$ cat src/rtl/olid_pkg.sv
// Shared constants, codes and controller/datapath interface types for the ordered list.
package olid_pkg;

    // Default list depth
    localparam int OLID_DEPTH = 64;

    // Field widths
    localparam int CMD_W   = 3;
    localparam int POS_W   = 7;
    localparam int ROW_W   = 16;
    localparam int COL_W   = 16;
    localparam int VAL_W   = 32;
    localparam int STAT_W  = 2;
    localparam int CNT_W   = 7;
    localparam int ENTRY_W = ROW_W + COL_W + VAL_W;

    // Command codes
    localparam logic [CMD_W-1:0] CMD_INSERT  = 3'd0;
    localparam logic [CMD_W-1:0] CMD_DELETE  = 3'd1;
    localparam logic [CMD_W-1:0] CMD_REPLACE = 3'd2;
    localparam logic [CMD_W-1:0] CMD_GET     = 3'd3;
    localparam logic [CMD_W-1:0] CMD_CLEAR   = 3'd4;

    // Status codes
    localparam logic [STAT_W-1:0] ST_OK     = 2'd0;
    localparam logic [STAT_W-1:0] ST_BADPOS = 2'd1;
    localparam logic [STAT_W-1:0] ST_FULL   = 2'd2;

    // Entry returned by a delete that misses: row -1, col -1, value 0
    localparam logic [ENTRY_W-1:0] ENTRY_FAIL = {{ROW_W{1'b1}}, {COL_W{1'b1}}, {VAL_W{1'b0}}};

    // Controller to datapath commands
    typedef struct packed {
        logic capture;       // latch the incoming request
        logic latch_status;  // latch the evaluated status code
        logic shift_init;    // load shift pointers for insert or delete
        logic shift_step;    // move one entry, read/write pipelined
        logic read_pos;      // read the entry at the request position
        logic write_pos;     // write request data at the request position
        logic hold_load;     // keep the entry just read
        logic cnt_inc;
        logic cnt_dec;
        logic cnt_clr;
        logic res_load;      // load the output register
    } olid_cmd_t;

    // Datapath to controller status
    typedef struct packed {
        logic is_insert;
        logic is_delete;
        logic is_replace;
        logic is_get;
        logic is_clear;
        logic bad_pos;
        logic full;
        logic shift_last;    // no entries left to move
        logic res_free;      // output register empty or being taken
    } olid_stat_t;

endpackage

$ cat src/rtl/olid_ctrl.sv
// Command sequencer for the ordered list: evaluate, then fetch, shift, write as a request needs.
module olid_ctrl
    import olid_pkg::*;
(
    input  logic       clk,
    input  logic       rst_n,
    input  logic       cmd_valid,
    output logic       cmd_ready,
    input  olid_stat_t stat,
    output olid_cmd_t  ctl
);

    typedef enum logic [5:0] {
        S_IDLE  = 6'b000001,
        S_EVAL  = 6'b000010,
        S_FETCH = 6'b000100,
        S_SHIFT = 6'b001000,
        S_PUT   = 6'b010000,
        S_DONE  = 6'b100000
    } state_t;

    state_t state_reg;
    state_t state_next;
    logic   ok;

    // Request passes its range and capacity checks
    assign ok = !stat.bad_pos && !(stat.is_insert && stat.full);

    assign cmd_ready = (state_reg == S_IDLE);

    // Next state and command decode
    always_comb
    begin
        state_next = state_reg;
        ctl        = '0;
        unique case (state_reg)
            S_IDLE:
            begin
                if (cmd_valid)
                begin
                    ctl.capture = 1'b1;
                    state_next  = S_EVAL;
                end
            end
            S_EVAL:
            begin
                ctl.latch_status = 1'b1;
                priority if (stat.is_clear)
                begin
                    ctl.cnt_clr = 1'b1;
                    state_next  = S_DONE;
                end
                else if (!ok)
                begin
                    state_next = S_DONE;
                end
                else if (stat.is_insert)
                begin
                    ctl.shift_init = 1'b1;
                    state_next     = S_SHIFT;
                end
                else if (stat.is_delete || stat.is_get)
                begin
                    ctl.read_pos = 1'b1;
                    state_next   = S_FETCH;
                end
                else if (stat.is_replace)
                begin
                    ctl.write_pos = 1'b1;
                    state_next    = S_DONE;
                end
                else
                begin
                    state_next = S_DONE;
                end
            end
            S_FETCH:
            begin
                ctl.hold_load = 1'b1;
                if (stat.is_delete)
                begin
                    ctl.shift_init = 1'b1;
                    state_next     = S_SHIFT;
                end
                else
                begin
                    state_next = S_DONE;
                end
            end
            S_SHIFT:
            begin
                ctl.shift_step = 1'b1;
                if (stat.shift_last)
                begin
                    if (stat.is_insert)
                    begin
                        state_next = S_PUT;
                    end
                    else
                    begin
                        ctl.cnt_dec = 1'b1;
                        state_next  = S_DONE;
                    end
                end
            end
            S_PUT:
            begin
                ctl.write_pos = 1'b1;
                ctl.cnt_inc   = 1'b1;
                state_next    = S_DONE;
            end
            S_DONE:
            begin
                if (stat.res_free)
                begin
                    ctl.res_load = 1'b1;
                    state_next   = S_IDLE;
                end
            end
            default:
            begin
                state_next = S_IDLE;
            end
        endcase
    end

    // State register
    always_ff @(posedge clk or negedge rst_n)
    begin
        if (!rst_n)
        begin
            state_reg <= S_IDLE;
        end
        else
        begin
            state_reg <= state_next;
        end
    end

endmodule

$ cat config.mk
export PLATFORM = sky130hd
export DESIGN_NAME = olid_ctrl
export DESIGN_NICKNAME = d
export VERILOG_FILES = /design/src/rtl/olid_pkg.sv /design/src/rtl/olid_ctrl.sv
export SDC_FILE = /design/constraint.sdc
export NUM_CORES = 1
export LEC_CHECK = 0
export ABC_AREA = 1
export CAP_MARGIN = 20
export CORE_AREA = 5 5 42 44
export CTS_CLUSTER_SIZE = 12
export DETAILED_ROUTE_END_ITERATION = 12
export DIE_AREA = 0 0 47 49
export DONT_BUFFER_PORTS = 1
export SLEW_MARGIN = 20
export SYNTH_ARGS = -nofsm -noshare
export SYNTH_HDL_FRONTEND = slang
export SYNTH_SLANG_ARGS = --single-unit
$ cat constraint.sdc
create_clock -name clk -period 1.64 [get_ports clk]
set_input_delay 0.164 -clock clk [delete_from_list [all_inputs] [get_ports clk]]
set_output_delay 0.164 -clock clk [all_outputs]
set_load 0.05 [all_outputs]
=== Yosys cells after proc, flatten, opt, wreduce, memory -nomap -nowiden ===
Index checks and enable logic that the tools add are counted.

* Register bits after elaboration: 6
* Output and inout bits: 12

* Eq/ne operators: 9
* Mux-type cells: 36
* Reductions and logical operators: 6

{| class="wikitable"
|+ Operators with widths
! operator !! count
|-
| two-way mux 6 bit || 9
|-
| case mux 6 bit (6 select lines) || 1
|-
| two-way mux 1 bit || 21
|-
| == test 6 x 1 -> 1 bit, second input constant || 1
|-
| == test 6 x 2 -> 1 bit, second input constant || 1
|-
| == test 6 x 3 -> 1 bit, second input constant || 1
|-
| == test 6 x 4 -> 1 bit, second input constant || 1
|-
| == test 6 x 5 -> 1 bit, second input constant || 1
|-
| == test 6 bit, second input constant || 1
|-
| two-way mux 2 bit || 3
|-
| inequality test 2 bit, second input constant || 3
|-
| case mux 1 bit (2 select lines) || 2
|-
| AND reduction 3 bit || 1
|-
| logical AND 1 bit || 2
|-
| logical NOT 1 bit || 2
|-
| logical OR 1 bit || 1
|}

=== Depth between registers and ports, before layout ===
Gate-level depths: netlist of the first run.

* Word-level depth: 6
* Depth in mapped cells: 8
* Depth with buffers taken out: 8

=== Worst setup path before layout of the first run ===
OpenSTA, ideal clock, no wires.

* Path kind: register to output
* Start point: reg state_reg[5]
* End point: out ctl[5] in the netlist's numbering
* Data arrival time: 1.922 ns
* Slack: -0.446 ns
* Stages on the path, launching flop included: 4
* Cell sequence: dfrtp_1 nor2_4 nand3_2 o31ai_1

{| class="wikitable"
|+ RTL lines
! what !! line !! RTL
|-
| start: declaration || olid_ctrl.sv:22 || <nowiki>state_t state_reg;</nowiki>
|-
| start signal: assignment || olid_ctrl.sv:136 || <nowiki>state_reg <= state_next;</nowiki>
|-
| end: declaration || olid_ctrl.sv:10 || <nowiki>output olid_cmd_t ctl</nowiki>
|}

==> results.tsv, run 1 <==
stage	metric	value	unit
drt	drtIter0Drc	6	
floorplanning	die_area	0.00230	mm²
place	post-dp-hpwl	1.03	mm
floorplanning	core_region_area	0.00140	mm²
place	routabilityCongestion	0.891	
grt	grt_pass1_wl	2.10	mm
drt	via_per_inst	4.91	
setup_path	critPathRequiredTime	1480	ps
grt	grt_pass1_vias	512	
setup_path	start_kind	flip-flop	
logic_synthesis	yosysUniqueCellTypes	17	
power_and_ir_drop	p_leak	0.415	nW
job	maxCapViolations	0	
cells_and_area	largest_register_ffs	6	
sta	hold_viol	0	
clock_network	numCtsBuffers	3	
grt	grt_max_degree	9	
grt	gr-total-overflow	0	
setup_path	slowest_delay	410	ps
sta	fmax	0.608	GHz
cells_and_area	fin_util	54.7	%
drt	post_drt_wl_per_cell	11.9	µm
floorplanning	start_util	36.6	%
setup_path	endpoint_kind	output pin	
setup_path	crit_chain	nor2_4 -> nand2_2 -> nor2_4 -> nand3_2 -> o21ai_2 -> buf_6	
setup_path	worstSetupPathType	flip-flop to output pin	
logic_synthesis	syn_area_per_cell	6.58	µm²
setup_path	cpMaxStageDelayCell	dfrtp_1	
cells_and_area	final_area	767	µm²
drt	drc	0	
cells_and_area	regArea	153	µm²
clock_network	cts_tree	built	
floorplanning	fp.dieH	49	µm
sta	min_period_over_period	100	%
logic_synthesis	yosysSeqAreaShare	29.5	%
clock_network	clkSinkCount	6	
sta	rsz0062_at_grt	true	
power_and_ir_drop	clkPwrFrac	14.3	%
status	violations	setup timing	
place	dp_cells	104	
clock_network	clock_latency	260	ps
place	port_buffers	0	
min_path	min_from	stat[8]	
sta	skew	10.7	ps
floorplanning	row_count	14	
grt	globalRouteTotalUtil	12.3	%
clock_network	htreeDepth	1	
cells_and_area	n_fill_cell	131	
logic_synthesis	yosysWarnings	0	
power_and_ir_drop	netSwitchingPower	0.000533	W
setup_path	r2r_start	state_reg[4]$_DFFE_PN0P_	
grt	antenna_found_initial	0	
cells_and_area	n_antenna_cell	0	
logic_synthesis	syn_inst	78	
min_path	min-delay-path-class	primary input to flip-flop	
clock_network	cts_buffer_depth	2	
logic_synthesis	synth-seq-cells	6	
logic_synthesis	synth_area	513	µm²
sta	drv_slew	0	
drt	wirelength	1.39	mm
clock_network	cts-root-buf	clkbuf_4	
sta	setup_viol	1	
power_and_ir_drop	power-per-cell-area	1400	mW/mm²
cells_and_area	final_cell_mix	14 x nor2_1, 13 x inv_1, 13 x nand2_1	
setup_path	crit_top_cell	nor2_4	
logic_synthesis	synth_nets	90	
cells_and_area	nNetsFinal	114	
sta	whs	83.0	ps
sta	slew_headroom	81.7	%
power_and_ir_drop	seqPwrFrac	21.7	%
drt	firstDrtPassIters	4	
clock_network	clk_pin_slew_worst_paths	50	ps
cells_and_area	drive_above_1_share	42.6	%
power_and_ir_drop	swShare	49.7	%
status	outcome	finished with violations	
sta	period_minus_slack	1640	ps
floorplanning	io_pins	24	
drt	vias	575	
floorplanning	dieWidth	47	µm
setup_path	startpoint	state_reg[4]$_DFFE_PN0P_	
cells_and_area	fin_cells	117	
sta	tightestPinTransition	274	ps
setup_path	cp_max_fo	8	
power_and_ir_drop	p_comb_share	64.0	%
sta	setup_ws	-4.19	ps
drt	detail-route-antenna-nets	0	
power_and_ir_drop	peakVddDrop	0.882	mV
setup_path	cp.arrival	1480	ps
cells_and_area	area_growth	49.5	%
cells_and_area	multi_input_area	333	µm²
power_and_ir_drop	internal_power	0.000540	W
place	dpl_cell_area	617	µm²
cells_and_area	final_common_cell	nor2_1	
## worst paths after layout
kind	endpoint	slack, ps	depth (start not counted)
worst min-delay path	state_reg[2]$_DFFE_PN0P_	80	3
worst min register to register	state_reg[2]$_DFFE_PN0P_	650	3
worst max register to register	state_reg[5]$_DFFE_PN0P_	230	8
max in group asynchronous	state_reg[0]$_DFFE_PN1P_	1150	1
worst max-delay path	ctl[8]	-4	6
min in group asynchronous	state_reg[4]$_DFFE_PN0P_	210	1
## per-layer routing
metal,GRT usage [%],up-vias,share of wire [%]
met5,0,-,0
met4,8.29,0,2.0
met3,0.738,2,6.3
met2,19.2,24,51
met1,15.4,256,40
li1,-,293,-
## Yosys cell counts, drive strengths merged
cell type / count / area share (%)
dfrtp: 5 / 24
nand3: 9 / 11
dfstp: 1 / 5.1
inv: 16 / 12
o31ai: 1 / 1.5
nor2: 21 / 22
nand4: 5 / 7.3
o21ai: 2 / 1.9
nor3: 1 / 0.97
nand2: 16 / 13
o211ai: 1 / 1.5
## per-stage QoR
step                      power (W)  setup TNS (ps)  setup slack (ps)
after floorplan            0.000655           -16.8             -16.8
after global placement     0.000767               0               280
after detailed placement   0.000771               0               282
after CTS                  0.000928               0              5.91
after global routing        0.00115            -372             -88.3
final                       0.00107           -4.19             -4.19
## logic make-up after synthesis
group,after synthesis,share of synthesized area (%)
buf+inv,16,11.7
flops,6,29.5
simple gates,52,53.9
compound gates,4,4.88
## final cells by class
type	count	area share [%]
multi-input cells	56	43.4
well taps	16	2.61
inverters	16	8.81
repair buffers	19	21.9
clock buffers	4	3.43
flip-flops and latches	6	19.9
## worst max-delay path: cells and delay by family, from the launching register on
family          cells  cell delay, ps
flops               1             410
buf+inv             1             170
simple gates        4             560
compound gates      1              80
## power groups by stage
| stage | clock, W | combinational [W] | sequential [W] |
|---|---|---|---|
| after floorplan | 0 | 0.000429 | 0.000226 |
| after global placement | 0 | 0.000539 | 0.000228 |
| after detailed placement | 0 | 0.000541 | 0.000230 |
| after CTS | 0.000155 | 0.000546 | 0.000228 |
| after global routing | 0.000169 | 0.000742 | 0.000237 |
| final | 0.000153 | 0.000687 | 0.000233 |
## repair_timing
item / 4_1_cts / 5_1_grt
hold endpoints to repair: 6 / 0
gates resized for setup: 0 / 15
buffers inserted: 0 / 8
hold buffers: 1 / 0
setup endpoints to repair: 0 / 7
Power figures use the tool's default switching activity.
==> inputs of run 2 (changes only) <==
--- a/config.mk
+++ b/config.mk
@@ -12,6 +12,7 @@
 export DETAILED_ROUTE_END_ITERATION = 12
 export DIE_AREA = 0 0 47 49
 export DONT_BUFFER_PORTS = 1
+export HOLD_SLACK_MARGIN = 0.12
 export SLEW_MARGIN = 20
 export SYNTH_ARGS = -nofsm -noshare
 export SYNTH_HDL_FRONTEND = slang
==> run 2 against run 1 <==
The flow still finishes with violations (setup timing). Hold slack improved by 60 ps. Wire length increased by 4.2%. Die area unchanged. Combinational power increased by 1%. Largest cell class unchanged.
==> results.tsv, run 2 (synthesis gave the netlist of run 1 again) <==
stage	metric	value	unit
grt	grt_max_degree	9	
drt	vias	579	
cells_and_area	n_antenna_cell	0	
setup_path	worstSetupPathType	flip-flop to output pin	
setup_path	critPathRequiredTime	1480	ps
sta	hold_viol	0	
floorplanning	die_area	0.00230	mm²
setup_path	worst-path-buf-inv	1	
status	outcome	finished with violations	
cells_and_area	final_common_cell	nor2_1	
power_and_ir_drop	p_leak	0.426	nW
floorplanning	fp.dieH	49	µm
sta	min_period_over_period	100	%
min_path	min-delay-path-class	primary input to flip-flop	
clock_network	cts-root-buf	clkbuf_4	
sta	rsz0062_at_grt	true	
clock_network	htreeDepth	1	
floorplanning	io_pins	24	
setup_path	crit_chain	nor2_4 -> nand3_4 -> o31ai_2 -> buf_6	
floorplanning	core_region_area	0.00140	mm²
power_and_ir_drop	finalPower	0.00109	W
clock_network	clk_pin_slew_worst_paths	60	ps
grt	antenna_found_initial	0	
clock_network	cts_buffer_depth	2	
place	port_buffers	0	
grt	grt_pass1_vias	528	
floorplanning	row_count	14	
clock_network	cts_tree	built	
cells_and_area	drive_above_1_share	41.3	%
grt	globalRouteTotalUtil	12.7	%
setup_path	cpMaxStageDelayCell	dfrtp_1	
cells_and_area	nNetsFinal	117	
cells_and_area	fin_util	56.9	%
drt	drc	0	
status	violations	setup timing	
drt	firstDrtPassIters	4	
grt	grt_pass1_wl	2.16	mm
floorplanning	start_util	36.6	%
drt	wirelength	1.45	mm
setup_path	cp_top_family	flip-flops	
setup_path	r2r_start	state_reg[4]$_DFFE_PN0P_	
setup_path	endpoint_kind	output pin	
drt	via_per_inst	4.83	
sta	setup_viol	2	
place	routabilityCongestion	0.891	
drt	detail-route-antenna-nets	0	
sta	tightestPinTransition	274	ps
grt	gr-total-overflow	0	
cells_and_area	area_growth	55.4	%
sta	setup_ws	-2.05	ps
clock_network	clkSinkCount	6	
clock_network	clock_latency	260	ps
setup_path	start_kind	flip-flop	
drt	drtIter0Drc	7	
setup_path	slowest_delay	410	ps
setup_path	cp.arrival	1480	ps
sta	fmax	0.609	GHz
cells_and_area	largest_register_ffs	6	
power_and_ir_drop	peakVddDrop	0.881	mV
place	post-dp-hpwl	1.03	mm
min_path	min_from	stat[7]	
floorplanning	dieWidth	47	µm
setup_path	cp_max_fo	8	
job	maxCapViolations	0	
sta	slew_headroom	81.7	%
cells_and_area	final_cell_mix	14 x nor2_1, 13 x inv_1, 13 x nand2_1	
setup_path	startpoint	state_reg[4]$_DFFE_PN0P_	
sta	period_minus_slack	1640	ps
drt	post_drt_wl_per_cell	12.1	µm
power_and_ir_drop	power-per-cell-area	1360	mW/mm²
clock_network	numCtsBuffers	3	
sta	skew	14.0	ps
sta	drv_slew	0	
[run 2: changes by cell type in the layout (fill, tap and decap cells not counted)]
| cell | delta |
|---|---|
| dlygate4sd3_1 | +3 |
[run 2: metrics by stage]
step	setup TNS [ps]	instances	hold slack [ps]	setup WS, ps	instance area, µm²
3_5_place_dp	0	104	-131	282	617
3_3_place_gp	0	104	-131	280	617
6_report	-3.35	120	143	-2.05	797
5_1_grt	-377	120	177	-81.3	797
4_1_cts	0	112	148	5.91	683
2_1_floorplan	-16.8	78	-132	-16.8	522
[run 2: final cells by class]
type	instances	area (µm²)
repair buffers	22	198
multi-input cells	56	333
flip-flops and latches	6	153
inverters	16	67.6
well taps	16	20.0
fillers	129	604
clock buffers	4	26.3
[run 2: final timing paths]
path / end / slack [ps] / cells past startpoint
setup / recovery: ctl[5] / -2 / 4
hold / removal: state_reg[3]$_DFFE_PN0P_ / 140 / 2
setup reg to reg: state_reg[5]$_DFFE_PN0P_ / 230 / 8
hold reg to reg: state_reg[2]$_DFFE_PN0P_ / 650 / 3
max in group asynchronous: state_reg[0]$_DFFE_PN1P_ / 1150 / 1
min in group asynchronous: state_reg[4]$_DFFE_PN0P_ / 200 / 1
[run 2: worst reg2reg max path: stages, from the launching register on]
cell and delay, ps:
dfrtp_1 410, nor2_4 270, nand2_2 110, nor2_4 100, buf_4 210, nand2_1 70
nand2_1 60, o21ai_1 60, nand2_1 60
[run 2: repair_timing]
item | 4_1_cts | 5_1_grt
buffers inserted | 0 | 8
endpoints found under the hold margin | 10 | 0
resized for setup | 0 | 15
endpoints found under the setup margin | 0 | 7
hold buffers | 4 | 0
[run 2: power breakdown]
| part | switching [W] | leakage (nW) | internal (W) |
|---|---|---|---|
| logic | 0.000439 | 0.333 | 0.000258 |
| registers | 0.0000398 | 0.0778 | 0.000193 |
| clock network | 0.0000641 | 0.0150 | 0.0000928 |
[run 2: routing by layer]
layer  vias to the layer above  part of all wire (%)  track usage [%]
met2                        18                    52             20.6
met3                         2                   5.3            0.738
li1                        300                     -                -
met4                         0                   1.9             8.29
met5                         -                     0                0
met1                       259                    41             15.2
